<file path="config.mk">
export PLATFORM = sky130hd
export DESIGN_NAME = lbp_uniform_rotation_invariant_code_top_flat
export DESIGN_NICKNAME = d
export VERILOG_FILES = /design/src/sv/lbpr_pkg.sv /design/src/sv/lbpr_if.sv /design/src/sv/lbpr_pattern.sv /design/src/sv/lbp_uniform_rotation_invariant_code_top.sv /design/src/flat_wrapper.sv
export SDC_FILE = /design/constraint.sdc
export NUM_CORES = 2
export LEC_CHECK = 0
export BUFFER_PORTS_ARGS = -buffer_cell sky130_fd_sc_hd__buf_2
export CELL_PAD_IN_SITES_DETAIL_PLACEMENT = 1
export CELL_PAD_IN_SITES_GLOBAL_PLACEMENT = 1
export CORE_MARGIN = 4
export CORE_UTILIZATION = 50
export CTS_BUF_LIST = sky130_fd_sc_hd__clkbuf_16
export CTS_CLUSTER_SIZE = 14
export DETAILED_ROUTE_END_ITERATION = 16
export PLACE_DENSITY_LB_ADDON = 0.3
export SYNTH_ARGS = -nofsm -noshare
export SYNTH_HDL_FRONTEND = slang
export SYNTH_SLANG_ARGS = --single-unit
</file>
<file path="constraint.sdc">
create_clock -name clock -period 26.3 [get_ports clock]
set_input_delay 1.315 -clock clock [delete_from_list [all_inputs] [get_ports clock]]
set_output_delay 1.315 -clock clock [all_outputs]
set_load 0.05 [all_outputs]
</file>
<file path="src/sv/lbpr_pkg.sv">
package lbpr_pkg;

   // Fixed geometry of the sampling circle
   localparam int SAMPLE_POINTS = 8;
   localparam int DIAG_POINTS   = 4;

   // Q1.8 weights, 9 bits so that 1.0 (256) and above can be written
   localparam int WEIGHT_BITS = 9;
   localparam int Q_FRAC_BITS = 8;

   // Result field width and the non-uniform code
   localparam int COUNT_BITS = 4;
   localparam int UNIFORM_LIMIT = 2;
   localparam logic [COUNT_BITS-1:0] CATEGORY_NON_UNIFORM = 4'd9;

   // Register file
   localparam int CSR_INDEX_BITS = 2;

   typedef logic [WEIGHT_BITS-1:0] weight_type;
   typedef logic [COUNT_BITS-1:0]  count_type;
   typedef logic [SAMPLE_POINTS-1:0] sample_bits_type;

   typedef enum logic [CSR_INDEX_BITS-1:0] {
      CSR_CENTRE_WEIGHT = 2'd0,
      CSR_EDGE_WEIGHT   = 2'd1,
      CSR_CORNER_WEIGHT = 2'd2
   } csr_index_type;

   localparam weight_type CENTRE_WEIGHT_RESET = 9'd22;
   localparam weight_type EDGE_WEIGHT_RESET   = 9'd53;
   localparam weight_type CORNER_WEIGHT_RESET = 9'd128;

   typedef struct packed {
      count_type category;
      count_type ones_count;
      count_type transition_count;
   } result_type;

endpackage

</file>
<file path="src/sv/lbpr_if.sv">
interface lbpr_req_if #(parameter int PIXEL_BITS = 8);
   logic                  valid;
   logic                  ready;
   logic [PIXEL_BITS-1:0] centre_pixel;
   logic [PIXEL_BITS-1:0] east_pixel;
   logic [PIXEL_BITS-1:0] south_east_pixel;
   logic [PIXEL_BITS-1:0] south_pixel;
   logic [PIXEL_BITS-1:0] south_west_pixel;
   logic [PIXEL_BITS-1:0] west_pixel;
   logic [PIXEL_BITS-1:0] north_west_pixel;
   logic [PIXEL_BITS-1:0] north_pixel;
   logic [PIXEL_BITS-1:0] north_east_pixel;

   modport source (
      output valid, centre_pixel, east_pixel, south_east_pixel, south_pixel,
             south_west_pixel, west_pixel, north_west_pixel, north_pixel,
             north_east_pixel,
      input  ready
   );
   modport sink (
      input  valid, centre_pixel, east_pixel, south_east_pixel, south_pixel,
             south_west_pixel, west_pixel, north_west_pixel, north_pixel,
             north_east_pixel,
      output ready
   );
endinterface

interface lbpr_rsp_if;
   logic                      valid;
   logic                      ready;
   logic [lbpr_pkg::COUNT_BITS-1:0] category;
   logic [lbpr_pkg::COUNT_BITS-1:0] ones_count;
   logic [lbpr_pkg::COUNT_BITS-1:0] transition_count;

   modport source (output valid, category, ones_count, transition_count, input ready);
   modport sink   (input  valid, category, ones_count, transition_count, output ready);
endinterface

interface lbpr_csr_if;
   logic                                valid;
   logic                                ready;
   logic [lbpr_pkg::CSR_INDEX_BITS-1:0] index;
   logic [lbpr_pkg::WEIGHT_BITS-1:0]    data;

   modport source (output valid, index, data, input ready);
   modport sink   (input  valid, index, data, output ready);
endinterface

</file>
<file path="src/sv/lbpr_pattern.sv">
module lbpr_pattern (
   input  lbpr_pkg::sample_bits_type sample_bits,
   output lbpr_pkg::result_type      result
);
   import lbpr_pkg::*;

   count_type ones;
   count_type trans;
   sample_bits_type changed;

   // Mark each position that differs from its predecessor on the circle
   assign changed = sample_bits ^ {sample_bits[SAMPLE_POINTS-2:0],
                                   sample_bits[SAMPLE_POINTS-1]};

   // Count ones and transitions
   always_comb begin
      ones  = '0;
      trans = '0;
      for (int i = 0; i < SAMPLE_POINTS; i++) begin
         ones  = ones + count_type'(sample_bits[i]);
         trans = trans + count_type'(changed[i]);
      end
   end

   // Uniform patterns keep their ones count, others fold into one code
   always_comb begin
      result.ones_count       = ones;
      result.transition_count = trans;
      if (trans > count_type'(UNIFORM_LIMIT)) begin
         result.category = CATEGORY_NON_UNIFORM;
      end else begin
         result.category = ones;
      end
   end

endmodule

</file>
<file path="src/sv/lbp_uniform_rotation_invariant_code_top.sv">
// Channel   Direction  Handshake     Payload
// req_bus   in         valid/ready   nine pixels of a 3x3 window
// rsp_bus   out        valid/ready   category, ones_count, transition_count
// csr_bus   in         valid/ready   register index, 9-bit weight
//
// One window per cycle sustained while rsp_bus.ready stays high; a result
// passes the input register, product register and result register before
// it is valid on rsp_bus.
// The three stages advance independently; a stalled result holds its stage,
// and req_bus.ready drops only once every stage behind it is full.
// Reset clears the stage valids and loads the default weights.
// csr_bus.ready is always high; writes to an index past the list are ignored.
module lbp_uniform_rotation_invariant_code_top #(
   parameter int PIXEL_BITS = 8
) (
   input  logic         clock,
   input  logic         reset,
   lbpr_req_if.sink     req_bus,
   lbpr_rsp_if.source   rsp_bus,
   lbpr_csr_if.sink     csr_bus
);
   import lbpr_pkg::*;

   localparam int TERM_BITS      = WEIGHT_BITS + PIXEL_BITS;
   localparam int EDGE_TERM_BITS = TERM_BITS + 1;
   localparam int SUM_BITS       = TERM_BITS + 2;

   typedef logic [PIXEL_BITS-1:0] pixel_type;

   typedef struct packed {
      pixel_type c;
      pixel_type e;
      pixel_type se;
      pixel_type s;
      pixel_type sw;
      pixel_type w;
      pixel_type nw;
      pixel_type n;
      pixel_type ne;
   } window_type;

   // Weight registers
   weight_type centre_weight_ff;
   weight_type edge_weight_ff;
   weight_type corner_weight_ff;

   // Stage valids and advance enables
   logic s1_valid_ff, s1_valid_in;
   logic s2_valid_ff, s2_valid_in;
   logic rsp_valid_ff, rsp_valid_in;
   logic adv1, adv2, adv3;

   // Stage payloads
   window_type                win_ff;
   pixel_type                 centre_ff;
   logic [DIAG_POINTS-1:0]    axis_ff, axis_in;
   logic [TERM_BITS-1:0]      cterm_ff, cterm_in;
   logic [EDGE_TERM_BITS-1:0] eterm_ff [DIAG_POINTS];
   logic [EDGE_TERM_BITS-1:0] eterm_in [DIAG_POINTS];
   logic [TERM_BITS-1:0]      kterm_ff [DIAG_POINTS];
   logic [TERM_BITS-1:0]      kterm_in [DIAG_POINTS];
   result_type                result_ff, result_in;

   pixel_type                 edge_a   [DIAG_POINTS];
   pixel_type                 edge_b   [DIAG_POINTS];
   pixel_type                 corner   [DIAG_POINTS];
   logic [DIAG_POINTS-1:0]    diag_bits;
   sample_bits_type           sample_bits;

   // Register writes
   assign csr_bus.ready = 1'b1;

   always_ff @(posedge clock) begin
      if (reset) begin
         centre_weight_ff <= CENTRE_WEIGHT_RESET;
         edge_weight_ff   <= EDGE_WEIGHT_RESET;
         corner_weight_ff <= CORNER_WEIGHT_RESET;
      end else if (csr_bus.valid && csr_bus.ready) begin
         case (csr_bus.index)
            CSR_CENTRE_WEIGHT: centre_weight_ff <= csr_bus.data;
            CSR_EDGE_WEIGHT:   edge_weight_ff   <= csr_bus.data;
            CSR_CORNER_WEIGHT: corner_weight_ff <= csr_bus.data;
            default: ;
         endcase
      end
   end

   // Advance a stage when it is empty or the stage after it advances
   assign adv3 = !rsp_valid_ff || rsp_bus.ready;
   assign adv2 = !s2_valid_ff || adv3;
   assign adv1 = !s1_valid_ff || adv2;
   assign req_bus.ready = adv1;

   always_comb begin
      s1_valid_in  = adv1 ? req_bus.valid : s1_valid_ff;
      s2_valid_in  = adv2 ? s1_valid_ff   : s2_valid_ff;
      rsp_valid_in = adv3 ? s2_valid_ff   : rsp_valid_ff;
   end

   always_ff @(posedge clock) begin
      if (reset) begin
         s1_valid_ff  <= 1'b0;
         s2_valid_ff  <= 1'b0;
         rsp_valid_ff <= 1'b0;
      end else begin
         s1_valid_ff  <= s1_valid_in;
         s2_valid_ff  <= s2_valid_in;
         rsp_valid_ff <= rsp_valid_in;
      end
   end

   // Stage 1: capture the window on transfer
   always_ff @(posedge clock) begin
      if (adv1 && req_bus.valid) begin
         win_ff.c  <= req_bus.centre_pixel;
         win_ff.e  <= req_bus.east_pixel;
         win_ff.se <= req_bus.south_east_pixel;
         win_ff.s  <= req_bus.south_pixel;
         win_ff.sw <= req_bus.south_west_pixel;
         win_ff.w  <= req_bus.west_pixel;
         win_ff.nw <= req_bus.north_west_pixel;
         win_ff.n  <= req_bus.north_pixel;
         win_ff.ne <= req_bus.north_east_pixel;
      end
   end

   // Diagonal neighbors: SE, SW, NW, NE
   always_comb begin
      edge_a[0] = win_ff.e;  edge_b[0] = win_ff.s;  corner[0] = win_ff.se;
      edge_a[1] = win_ff.s;  edge_b[1] = win_ff.w;  corner[1] = win_ff.sw;
      edge_a[2] = win_ff.w;  edge_b[2] = win_ff.n;  corner[2] = win_ff.nw;
      edge_a[3] = win_ff.n;  edge_b[3] = win_ff.e;  corner[3] = win_ff.ne;
   end

   // Axis compares and the weighted terms of each diagonal
   always_comb begin
      axis_in[0] = win_ff.e >= win_ff.c;
      axis_in[1] = win_ff.s >= win_ff.c;
      axis_in[2] = win_ff.w >= win_ff.c;
      axis_in[3] = win_ff.n >= win_ff.c;
      cterm_in   = TERM_BITS'(centre_weight_ff) * TERM_BITS'(win_ff.c);
      for (int k = 0; k < DIAG_POINTS; k++) begin
         eterm_in[k] = EDGE_TERM_BITS'(edge_weight_ff)
                     * (EDGE_TERM_BITS'(edge_a[k]) + EDGE_TERM_BITS'(edge_b[k]));
         kterm_in[k] = TERM_BITS'(corner_weight_ff) * TERM_BITS'(corner[k]);
      end
   end

   // Stage 2: hold products
   always_ff @(posedge clock) begin
      if (adv2 && s1_valid_ff) begin
         centre_ff <= win_ff.c;
         axis_ff   <= axis_in;
         cterm_ff  <= cterm_in;
         for (int k = 0; k < DIAG_POINTS; k++) begin
            eterm_ff[k] <= eterm_in[k];
            kterm_ff[k] <= kterm_in[k];
         end
      end
   end

   // Compare each diagonal sum with the centre at the same Q0.8 scale
   always_comb begin
      for (int k = 0; k < DIAG_POINTS; k++) begin
         diag_bits[k] = (SUM_BITS'(cterm_ff) + SUM_BITS'(eterm_ff[k])
                         + SUM_BITS'(kterm_ff[k]))
                        >= (SUM_BITS'(centre_ff) << Q_FRAC_BITS);
      end
   end

   // Interleave axis and diagonal samples, starting east
   always_comb begin
      for (int k = 0; k < DIAG_POINTS; k++) begin
         sample_bits[2*k]   = axis_ff[k];
         sample_bits[2*k+1] = diag_bits[k];
      end
   end

   lbpr_pattern u_pattern (
      .sample_bits (sample_bits),
      .result      (result_in)
   );

   // Stage 3: result register
   always_ff @(posedge clock) begin
      if (adv3 && s2_valid_ff) begin
         result_ff <= result_in;
      end
   end

   assign rsp_bus.valid            = rsp_valid_ff;
   assign rsp_bus.category         = result_ff.category;
   assign rsp_bus.ones_count       = result_ff.ones_count;
   assign rsp_bus.transition_count = result_ff.transition_count;

endmodule

</file>
<file path="src/flat_wrapper.sv">
// flat-port wrapper written by rule: the top's interface ports become plain ports
module lbp_uniform_rotation_invariant_code_top_flat import lbpr_pkg::*;
#(
   parameter int PIXEL_BITS = 8
)
  (clock, reset, req_bus_valid, req_bus_centre_pixel, req_bus_east_pixel, req_bus_south_east_pixel, req_bus_south_pixel, req_bus_south_west_pixel, req_bus_west_pixel, req_bus_north_west_pixel, req_bus_north_pixel, req_bus_north_east_pixel, req_bus_ready, rsp_bus_valid, rsp_bus_category, rsp_bus_ones_count, rsp_bus_transition_count, rsp_bus_ready, csr_bus_valid, csr_bus_index, csr_bus_data, csr_bus_ready);
  lbpr_req_if #(.PIXEL_BITS(PIXEL_BITS)) req_bus_i ();
  lbpr_rsp_if rsp_bus_i ();
  lbpr_csr_if csr_bus_i ();
  input  logic clock;
  input  logic reset;
  input wire logic [$bits(req_bus_i.valid)-1:0] req_bus_valid;
  input wire logic [$bits(req_bus_i.centre_pixel)-1:0] req_bus_centre_pixel;
  input wire logic [$bits(req_bus_i.east_pixel)-1:0] req_bus_east_pixel;
  input wire logic [$bits(req_bus_i.south_east_pixel)-1:0] req_bus_south_east_pixel;
  input wire logic [$bits(req_bus_i.south_pixel)-1:0] req_bus_south_pixel;
  input wire logic [$bits(req_bus_i.south_west_pixel)-1:0] req_bus_south_west_pixel;
  input wire logic [$bits(req_bus_i.west_pixel)-1:0] req_bus_west_pixel;
  input wire logic [$bits(req_bus_i.north_west_pixel)-1:0] req_bus_north_west_pixel;
  input wire logic [$bits(req_bus_i.north_pixel)-1:0] req_bus_north_pixel;
  input wire logic [$bits(req_bus_i.north_east_pixel)-1:0] req_bus_north_east_pixel;
  output wire logic [$bits(req_bus_i.ready)-1:0] req_bus_ready;
  output wire logic [$bits(rsp_bus_i.valid)-1:0] rsp_bus_valid;
  output wire logic [$bits(rsp_bus_i.category)-1:0] rsp_bus_category;
  output wire logic [$bits(rsp_bus_i.ones_count)-1:0] rsp_bus_ones_count;
  output wire logic [$bits(rsp_bus_i.transition_count)-1:0] rsp_bus_transition_count;
  input wire logic [$bits(rsp_bus_i.ready)-1:0] rsp_bus_ready;
  input wire logic [$bits(csr_bus_i.valid)-1:0] csr_bus_valid;
  input wire logic [$bits(csr_bus_i.index)-1:0] csr_bus_index;
  input wire logic [$bits(csr_bus_i.data)-1:0] csr_bus_data;
  output wire logic [$bits(csr_bus_i.ready)-1:0] csr_bus_ready;
  assign req_bus_i.valid = req_bus_valid;
  assign req_bus_i.centre_pixel = req_bus_centre_pixel;
  assign req_bus_i.east_pixel = req_bus_east_pixel;
  assign req_bus_i.south_east_pixel = req_bus_south_east_pixel;
  assign req_bus_i.south_pixel = req_bus_south_pixel;
  assign req_bus_i.south_west_pixel = req_bus_south_west_pixel;
  assign req_bus_i.west_pixel = req_bus_west_pixel;
  assign req_bus_i.north_west_pixel = req_bus_north_west_pixel;
  assign req_bus_i.north_pixel = req_bus_north_pixel;
  assign req_bus_i.north_east_pixel = req_bus_north_east_pixel;
  assign req_bus_ready = req_bus_i.ready;
  assign rsp_bus_valid = rsp_bus_i.valid;
  assign rsp_bus_category = rsp_bus_i.category;
  assign rsp_bus_ones_count = rsp_bus_i.ones_count;
  assign rsp_bus_transition_count = rsp_bus_i.transition_count;
  assign rsp_bus_i.ready = rsp_bus_ready;
  assign csr_bus_i.valid = csr_bus_valid;
  assign csr_bus_i.index = csr_bus_index;
  assign csr_bus_i.data = csr_bus_data;
  assign csr_bus_ready = csr_bus_i.ready;
  lbp_uniform_rotation_invariant_code_top #(.PIXEL_BITS(PIXEL_BITS)) u_core (.clock(clock), .reset(reset), .req_bus(req_bus_i), .rsp_bus(rsp_bus_i), .csr_bus(csr_bus_i));
endmodule
</file>
==> results.md <==
- Vias in the first global route: 30,700
- Nets: 4,917
- CP arrival: 8.56 ns
- FF-to-FF Start: u_core.cterm_ff[1]$_DFFE_PP_
- Fin crit share: 31.4%
- Fillers: 8,185
- Largest family of logic cells by synthesized area: adder cells
- Least-Margin Pin Slew: 1.13 ns
- Worst Path Required: 26.60 ns
- CP Launch Type: register
- Share of cells above drive strength 1: 5.86%
- Setup Skew: 0.0276 ns
- Post-route setup TNS: 0 ns
- Hold Crit Depth: 2
- Crit Path Class: register to register
- Initial antenna violation count: 1
- Syn Inst Count: 3,747
- Asr flop ratio synth: 0%
- IO buf count: 101
- Crit-path most repeated cell: fa_1
- Postcts setup bufs: 0
- # setup viols final: 0
- DRC errors left: 0
- Total CTS buffers: 38
- Syn-to-layout area delta: 7.75%
- Clock Pin Slew Worst Setup and Hold Paths: 0.06 ns
- TritonCTS clock tree: built
- Root buffer cell: clkbuf_16
- Crit end category: register
- Gr ovfl total: 0
- Most common cell in the synthesized netlist: inv_1
- RR Endpoint: u_core.rsp_bus.category[3]$_SDFFCE_PN1P_
- Maximum VDD drop: 0.0000788 V
- All-Layer GR Usage: 26.2%
- Post-Syn Area: 37,300 um^2
- FF/Latch Area: 8200 um^2
- R2R cell count: 28
- Global-route wire length before repair: 163,000 um
- Number of synthesis warnings: 0
- DR pass1 iterations: 5
- Antenna-violating nets left: 0
- Largest net degree at the start of global routing: 78
- Routed len/inst: 20.8 um
- Max H-tree Level: 2
- Top cell type's share of synthesized area: 26.5%
- Final Hold Fails: 0
- Internal reg-to-reg setup slack: 18.04 ns
- Cell variety after synth: 80
- # IOs: 103
- Post-detail-place hpwl: 79,500 um
- Clk_lat worst skew: 0.58 ns
- Via Count: 27,000
- Syn_nets: 4,836
- Vias per Instance: 5.59
- Hold path endpoint: u_core.edge_weight_ff[7]$_SDFFE_PP0P_
- Synth top cells by count: inv_1 (621), ha_1 (507), fa_1 (494)
- RSZ-0062 raised after global routing: no
- Post-synth EDFFs: 253
- Sequential cell area fraction in the yosys report: 22.0%
- XOR/XNOR Fraction of Synth Area: 4.18%
- CP max stage delay: 0.61 ns
- Fmax: 121 MHz
- Area of the multi-input gates: 26,400 um^2
- CTS Sinks: 283
- Top cell type by total area after synthesis: fa_1
- Post-synthesis compound-gate area fraction: 8.12%
- Maximum clock path buffer count: 3
- PD cells: 121 nW/um^2
- Post-CTS Resized: 0
- Die H: 281 um
- Post-synthesis adder-cell area fraction: 43.6%
- Slowest library cell on the worst path: fa_1
- Hold-fix buffers, CTS: 0
- Num rows: 99
- Maximum fanout along the worst path: 4
- Die X: 281 um
- Max Slew Vio Count: 0
- Routed WL: 100,000 um
- Starting density of the core: 50.7%
- Routability congestion estimate: 0.892
- Simple-gate share of the synthesized area: 14.4%
- Mux cell area share after synthesis: 0.484%
- Total power draw: 4.87 mW
- Seq cells post-synth: 283
- Slew HR: 24.6%
- Top FF cell, synth: edfxtp_1
- Status: completed
- Synth area leaders: fa_1 (27%), edfxtp_1 (20%), ha_1 (17%), inv_1 (6.3%), and2_1 (4.9%)
- # Max-Cap Violations: 0
- Post-route minimum period: 8.26 ns
- Initial DRC Count: 1,408
- DIE AREA: 78,900 um^2
- Pleak: 19.3 nW
- Worst Hold Launch: u_core.edge_weight_ff[7]$_SDFFE_PP0P_
- Hold Path Class: register to register
- Avg Synthesized Cell Area: 9.94 um^2
- Core area: 73,500 um^2
area by class of cell:
cell class | count | share of cell area (%)
Multi-Input combinational cell | 2749 | 65.8
Antenna cell | 2 | 0.0125
Inverter | 621 | 5.81
Timing Repair Buffer | 135 | 1.90
Sequential cell | 283 | 20.4
Clock inverter | 28 | 0.555
Clock buffer | 41 | 2.56
Tap cell | 959 | 2.99
flip-flops by register name (all words and copies together) (netlist names):
register / flops
u_core.corner: 32
u_core.win_ff: 8
u_core.centre_weight_ff: 9
u_core.kterm_ff: 68
u_core.edge_a: 32
u_core.centre_ff: 8
u_core.rsp_bus.ones_count: 4
u_core.eterm_ff: 72
u_core.rsp_bus.category: 4
u_core.corner_weight_ff: 9
u_core.cterm_ff: 17
u_core.axis_ff: 4
u_core.edge_weight_ff: 9
u_core.s2_valid_ff: 1
u_core.rsp_bus.valid: 1
u_core.s1_valid_ff: 1
u_core.rsp_bus.transition_count: 4
worst max-delay path: cells and delay by family, from the launching register on:
| family | cells | cell delay, ns |
|---|---|---|
| AO/OA/AOI/OAI | 10 | 2.54 |
| XOR/XNOR | 3 | 0.55 |
| adder cells (fa/ha/maj) | 9 | 3.58 |
| buffers and inverters | 2 | 0.14 |
| flip-flops | 1 | 0.56 |
| AND/OR/NAND/NOR | 4 | 0.61 |
cell families after synthesis:
logic type | Yosys count
simple gates | 1092
buf+inv | 715
mux | 18
other cells | 1
xor+xnor | 178
fa+ha+maj | 1001
flops | 283
compound gates | 459
metrics by stage:
| step | instances | setup WS [ns] | utilization [%] | hold WS, ns | area [um^2] |
|---|---|---|---|---|---|
| 6_report | 4818 | 18.04 | 54.6 | 0.457 | 40100 |
| 5_1_grt | 4816 | 17.40 | 54.6 | 0.481 | 40100 |
| 4_1_cts | 4816 | 17.99 | 54.6 | 0.463 | 40100 |
| 3_5_place_dp | 4747 | 18.11 | 52.9 | 0.455 | 38900 |
| 3_3_place_gp | 4747 | 18.44 | 52.9 | 0.446 | 38900 |
| 2_1_floorplan | 3747 | 11.75 | - | 0.424 | 37300 |
per-layer routing:
layer  GRT usage [%]  up-vias  part of all wire [%]
met3            2.54      166                   3.8
met5               0        -                     0
met2            48.8      490                    52
met4            7.84        0                   3.0
li1                -    12300                     -
met1            32.3    14000                    41
worst max path at each step:
stage / end / slack, ns / start / cells past startpoint
CTS: u_core.rsp_bus.category[3]$_SDFFCE_PN1P_ / 17.99 / u_core.cterm_ff[1]$_DFFE_PP_ / 28
detailed placement: u_core.rsp_bus.category[3]$_SDFFCE_PN1P_ / 18.11 / u_core.cterm_ff[1]$_DFFE_PP_ / 28
finish: u_core.rsp_bus.category[3]$_SDFFCE_PN1P_ / 18.04 / u_core.cterm_ff[1]$_DFFE_PP_ / 28
global route: u_core.rsp_bus.category[3]$_SDFFCE_PN1P_ / 17.40 / u_core.cterm_ff[1]$_DFFE_PP_ / 29
floorplan: u_core.axis_ff[0]$_DFFE_PP_ / 11.75 / rsp_bus_ready / 2
global placement: u_core.rsp_bus.category[3]$_SDFFCE_PN1P_ / 18.44 / u_core.cterm_ff[1]$_DFFE_PP_ / 29
power breakdown:
| part | switching (mW) | leakage, nW | internal (mW) |
|---|---|---|---|
| Combinational | 2.05 | 16.0 | 1.48 |
| Clock | 0.216 | 0.644 | 0.311 |
| Sequential | 0.0920 | 2.66 | 0.720 |
placed cells by master, fill, tap and decap left out, types with 28 or more instances in the layout:
cell type,count
and2_1,293
a21o_1,61
fa_1,494
xnor2_1,143
edfxtp_1,253
inv_1,629
nand2_1,458
o21ai_0,47
o21bai_1,30
ha_1,507
buf_4,34
buf_2,101
clkbuf_16,41
nor2b_1,58
nand3_1,35
a21oi_1,146
xor2_1,35
dfxtp_1,30
o21ai_1,28
nor2_1,125
Note: power is estimated with default switching activity, not from simulation.
